File: src/rtl/esftc_pkg.sv
package esftc_pkg;

    localparam int KEY_W      = 16;
    localparam int COEF_W     = 24;
    localparam int CFG_IDX_W  = 3;
    localparam int CFG_DATA_W = 24;

    localparam logic [KEY_W-1:0]  KEY_RST    = 16'd256;
    localparam logic [COEF_W-1:0] COEF_A_RST = 24'd164495;
    localparam logic [COEF_W-1:0] COEF_B_RST = 24'd1966;
    localparam logic [COEF_W-1:0] COEF_C_RST = 24'd159252;
    localparam logic [COEF_W-1:0] COEF_D_RST = 24'd38666;
    localparam logic [COEF_W-1:0] COEF_E_RST = 24'd9175;

    typedef enum logic [CFG_IDX_W-1:0] {
        CFG_KEY_SCALE = 3'd0,
        CFG_COEF_A    = 3'd1,
        CFG_COEF_B    = 3'd2,
        CFG_COEF_C    = 3'd3,
        CFG_COEF_D    = 3'd4,
        CFG_COEF_E    = 3'd5
    } t_cfg_idx;

    // per-sample control carried down the pipeline
    typedef struct packed {
        logic valid;
        logic last;
        logic pos;
        logic clip;
        logic bad;
        logic neg;
        logic ovf;
    } t_ctl;

endpackage

File: src/rtl/esftc_div_cell.sv
module esftc_div_cell
    import esftc_pkg::*;
#(
    parameter int WW  = 93,
    parameter int DNW = 75,
    parameter int QB  = 17,
    parameter int K   = 0,
    parameter int SW  = 16
) (
    input  logic           i_clk,
    input  logic           i_rst_n,
    input  logic           i_en,
    input  t_ctl           i_ctl,
    input  logic [WW-1:0]  i_rem,
    input  logic [DNW-1:0] i_den,
    input  logic [QB-1:0]  i_quo,
    input  logic [SW-1:0]  i_pass,
    output t_ctl           o_ctl,
    output logic [WW-1:0]  o_rem,
    output logic [DNW-1:0] o_den,
    output logic [QB-1:0]  o_quo,
    output logic [SW-1:0]  o_pass
);

    t_ctl           r_ctl;
    logic [WW-1:0]  r_rem;
    logic [DNW-1:0] r_den;
    logic [QB-1:0]  r_quo;
    logic [SW-1:0]  r_pass;
    logic [WW:0]    n_trial;
    logic [QB-1:0]  n_quo;
    logic [WW-1:0]  n_rem;

    always_comb begin
        n_trial = {1'b0, i_rem} - ((WW + 1)'(i_den) << K);
        n_quo   = i_quo;
        n_rem   = i_rem;
        if (!n_trial[WW]) begin
            n_quo[K] = 1'b1;
            n_rem    = n_trial[WW-1:0];
        end
    end

    always_ff @(posedge i_clk) begin
        if (!i_rst_n) begin
            r_ctl <= '0;
        end else if (i_en) begin
            r_ctl <= i_ctl;
        end
    end

    always_ff @(posedge i_clk) begin
        if (i_en) begin
            r_rem  <= n_rem;
            r_den  <= i_den;
            r_quo  <= n_quo;
            r_pass <= i_pass;
        end
    end

    assign o_ctl  = r_ctl;
    assign o_rem  = r_rem;
    assign o_den  = r_den;
    assign o_quo  = r_quo;
    assign o_pass = r_pass;

endmodule
File: config.mk
export PLATFORM = sky130hd
export DESIGN_NAME = esftc_div_cell
export DESIGN_NICKNAME = d
export VERILOG_FILES = /design/src/rtl/esftc_pkg.sv /design/src/rtl/esftc_div_cell.sv
export SDC_FILE = /design/constraint.sdc
export NUM_CORES = 1
export LEC_CHECK = 0
export ABC_AREA = 1
export ABC_CLOCK_PERIOD_IN_PS = 2480
export BUFFER_PORTS_ARGS = -buffer_cell sky130_fd_sc_hd__buf_2
export CORE_AREA = 2 2 235 237
export CTS_CLUSTER_SIZE = 14
export DETAILED_ROUTE_END_ITERATION = 6
export DIE_AREA = 0 0 237 239
export SLEW_MARGIN = 15
export SYNTH_ARGS = -nofsm -noshare
export SYNTH_HDL_FRONTEND = slang
export SYNTH_SLANG_ARGS = --single-unit
File: constraint.sdc
create_clock -name i_clk -period 2.48 [get_ports i_clk]
set_input_delay 0 -clock i_clk [delete_from_list [all_inputs] [get_ports i_clk]]
set_output_delay 0 -clock i_clk [all_outputs]
set_load 0.1 [all_outputs]
# Word level (Yosys, flattened, before mapping)
# Index checks and enable logic that the tools add are counted.
[totals]
input_bits = 211
output_inout_bits = 208
register_bits = 208
wordCells = 14
[classes]
muxes = 1
n_addsub = 1
[op_table]
columns = ["op", "count"]
rows = [
  ["$sub 93x75->94", 1],
  ["$mux 93", 1],
]

# Depth between registers and ports, before layout
[depth]
word_depth = 2
ltp_mapped = 19
depth_no_buf = 17

# Worst setup path before layout
# Ideal clock, no wire load.
[synth_path]
path_type = "input -> register"
startpoint = "in i_den[59]"
endpoint = "reg r_rem[80], in the netlist o_rem[80], data pin"
n_path_buf = 2
path_stages = 17
setup_time_ns = 0.255
arrival_time_ns = 1.604
path_slack_ns = 0.621
cell_sequence = "inv_1 > ha_1 > nand2_1 > inv_1 > nand2_1 > nand2_1 > o21bai_2 > inv_2 > nand2_1 > inv_2 > nand2_1 > nand2_1 > nand3_4 > inv_2 > buf_6 > buf_6 > a21oi_2"
[synth_between]
elab_chain_len = 2
[synth_rtl]
columns = ["item", "line", "text"]
rows = [
  ["start, declared", "esftc_div_cell.sv:15", "input logic [DNW-1:0] i_den,"],
  ["$sub 93x75->94", "esftc_div_cell.sv:35", "n_trial = {1'b0, i_rem} - ((WW + 1)'(i_den) << K);"],
  ["$mux 93", "esftc_div_cell.sv:38", "if (!n_trial[WW]) begin"],
  ["named net n_rem[80]", "esftc_div_cell.sv:32", "logic [WW-1:0] n_rem;"],
  ["end signal, assigned", "esftc_div_cell.sv:54", "r_rem <= n_rem;"],
  ["end, declared", "esftc_div_cell.sv:26", "logic [WW-1:0] r_rem;"],
]
# The timed path passes the listed nets, and every way through them passes these cells.
# A chain may end at the register's enable or synchronous reset.

# Worst setup path in the final report
[layout_path]
startpoint = "in i_den[72]"
endpoint = "reg r_rem[79], in the netlist o_rem[79], data pin"
# Same word-level chain as after synthesis.

==> impl_metrics.py <==
metrics = {
    "pwr": {
        "pwr-share-clk": 0.254,
        "p_sw_mw": 6.394,
        "pwr-share-comb": 0.437,
        "p_total_mw": 14.29,
        "p_leak_nw": 12.45,
        "p_int_mw": 7.898,
        "power_switching_share": 0.4474,
        "cellPowerDensity_nw_per_um2": 612.1,
        "vdd_drop_max_mv": 0.4732,
        "p_seq_frac": 0.309,
    },
    "floorplanning": {
        "die-height_um": 239,
        "rows": 86,
        "die-area_um2": 56640,
        "die_w_um": 237,
        "core_area_um2": 54340,
        "start_util": 0.2952,
        "io_pins": 419,
    },
    "sta": {
        "min_period_ns": 2.437,
        "period_share": 0.9828,
        "skew_ns": 0,
        "maxSlewViolCount": 0,
        "hold_viol": 0,
        "tns_ns": 0,
        "tightest_slew_ns": 0.6117,
        "setup_viol": 0,
        "slew_headroom": 0.5879,
        "timing.fmax_ghz": 0.4103,
    },
    "route": {
        "dr.pass1.iters": 5,
        "post_drt_via_cell_ratio": 4.403,
        "num_vias": 17363,
        "ant_nets": 0,
        "drc": 0,
        "drtIter0Drc": 1191,
        "routedWlPerCell_um": 16.86,
        "wirelength_um": 66480,
    },
    "cts": {
        "cts.htree.levels": 1,
        "cts_buffer_depth": 3,
        "clkSinkCount": 208,
        "cts-buffers-inserted": 25,
        "cts_tree": "yes",
        "clk_pin_slew_ns": 0.06,
        "root_buffer": "clkbuf_16",
        "insertion_delay_ns": 0.55,
    },
    "setup_path": {
        "critPathTopFamily": "buffers and inverters",
        "endpoint_kind": "flop",
        "start_kind": "primary input",
        "critPathMaxFanout": 5,
        "ff2ff_setup_slack_ns": 1.25,
        "crit_chain": "dlygate4sd3_1 -> buf_2 -> inv_1 -> ha_1 -> nand2_2 -> nor2_1 -> inv_1 -> nor2_1 -> inv_1 -> o21ai_0 -> a21oi_1 -> nand2_1 -> nand2_1 -> a21oi_1",
        "cp_common_cell": "inv_1",
        "worstPathRequired_ns": 2.86,
        "timing_worst_setup_path_type": "in2reg",
        "worstPathArrival_ns": 2.82,
        "cp_num_buf_inv": 5,
        "slowest_stage": "dlygate4sd3_1",
        "slowest_delay_ns": 0.53,
    },
    "yosys": {
        "ys_types": 33,
        "ys_seq_area_frac": 0.3850,
        "synthArstFlopShare": 0,
        "synth_ff_type": "edfxtp_1",
        "syn_nets": 2716,
        "synth_area_um2": 16040,
        "syn_inst": 2429,
        "ys_ff_latch": 208,
        "yosys_warnings": 0,
        "synth_area_per_cell_um2": 6.605,
        "synth_edf_count": 201,
    },
    "finish": {
        "drive_gt1_frac": 0.2254,
        "layout.nets": 3508,
        "area_growth_pct": 45.54,
        "num-fill-cells": 5690,
        "n_antenna_cell": 0,
        "mostFrequentLayoutCell": "nand2_1",
        "final_core_util": 0.4297,
        "final_cell_mix": "nand2_1 (1018), inv_1 (509), buf_2 (417)",
    },
    "global_routing": {
        "grt_overflow_total": 0,
        "grt.total_usage": 0.2289,
        "grt_max_degree": 63,
        "grt_antenna_before_repair": 0,
        "grt_pass1_vias": 17119,
        "grt_pass1_wl_um": 99010,
    },
    "flow_run": {
        "cap_violations": 0,
    },
    "placement": {
        "routabilityCongestion": 0.9774,
        "portBuffers": 418,
        "hpwl_um": 54750,
    },
    "hold_path": {
        "hp-class": "in2reg",
    },
    "run_status": {
        "status": "finished clean",
    },
}
[state kept, by name (all words and copies together), names as in the netlist]
name    count
o_rem      93
o_den      75
o_quo      17
o_pass     16
o_ctl       7
[tightest hold or removal path, delay by kind of cell]
kind            cells  cell delay (ns)
buf+inv             2             0.30
simple gates        1             0.08
compound gates      1             0.05
[per-stage QoR]
step	hold slack, ns	setup WS [ns]	cell area (um^2)	std cells
after global placement	0.1771	-0.1114	20130	3681
after global routing	0.05313	-0.008516	23350	3943
after detailed placement	0.1782	-0.1372	20130	3681
final	0.05200	0.04275	23350	3943
after floorplan	0.09887	0.6214	16040	2429
after CTS	0.01912	0.01159	23060	3941
[layout make-up]
class	count	area, um^2	area share
clock buffer	31	648.1	0.02776
inverter	529	1986	0.08504
multi-input combinational	1675	8053	0.3449
timing repair buffer	782	5473	0.2344
sequential	208	6176	0.2645
clock inverter	14	132.6	0.005680
tap	704	880.8	0.03773
[kinds of logic after synthesis]
group	count (synthesis)	share of synthesized area
xor+xnor	46	0.02511
buf+inv	546	0.1302
fa+ha+maj	76	0.05974
simple gates	1439	0.3602
flops	208	0.3850
compound gates	114	0.03978
[synthesized netlist by cell type, types with 3 or more instances]
cell type     n  area, um^2
nand2_1    1031        3870
inv_1       509        1911
nor2_1      222       833.3
edfxtp_1    201        6036
nand3_1     107       535.5
ha_1         75       938.4
a21oi_1      71       355.3
xor2_1       46       402.9
o21ai_0      22       110.1
inv_2        18       67.56
nand3b_1     15       112.6
nand4_1      15       93.84
buf_2        14       70.07
or2_2        12       75.07
a21oi_2      10       87.58
nor3_1       10       50.05
nor2_2        9       56.30
dfxtp_1       7       140.1
and2_1        5       31.28
o21bai_1      5       37.54
nor2_4        4       45.04
buf_6         3       33.78
nand2_2       3       18.77
[what timing repair did]
item                                    4_1_cts  5_1_grt
hold buffers                                215        0
buffers inserted                              0        2
resized for setup                             0       75
endpoints found under the hold margin       256        0
endpoints found under the setup margin        0       71
[routing by layer]
layer  up-vias  GRT usage  share of wire  routed length, um
met5         -          0              0                  0
met4         0    0.06061          0.025               1671
met3        83    0.02818          0.051               3384
met2       469     0.3804           0.46              30360
met1      7865     0.3143           0.47              31070
li1       8946          -              -                  -
[final timing paths]
check	cells after the start	startpoint	end
worst max-delay path	14	i_den[72]	o_rem[79]
worst min-delay path	4	i_rem[75]	o_rem[75]
worst max register to register	3	o_ctl[5]	o_ctl[5]
worst min register to register	3	o_ctl[3]	o_ctl[3]
[power groups by stage]
stage | Sequential [mW] | Clock [mW] | Combinational [mW]
after floorplan | 7.22 | 0 | 1.54
after global placement | 4.48 | 0 | 5.89
after detailed placement | 4.48 | 0 | 5.89
after CTS | 4.42 | 3.75 | 6.18
after global routing | 4.45 | 3.90 | 6.64
final | 4.41 | 3.63 | 6.25
(Power assumes the default switching activity.)
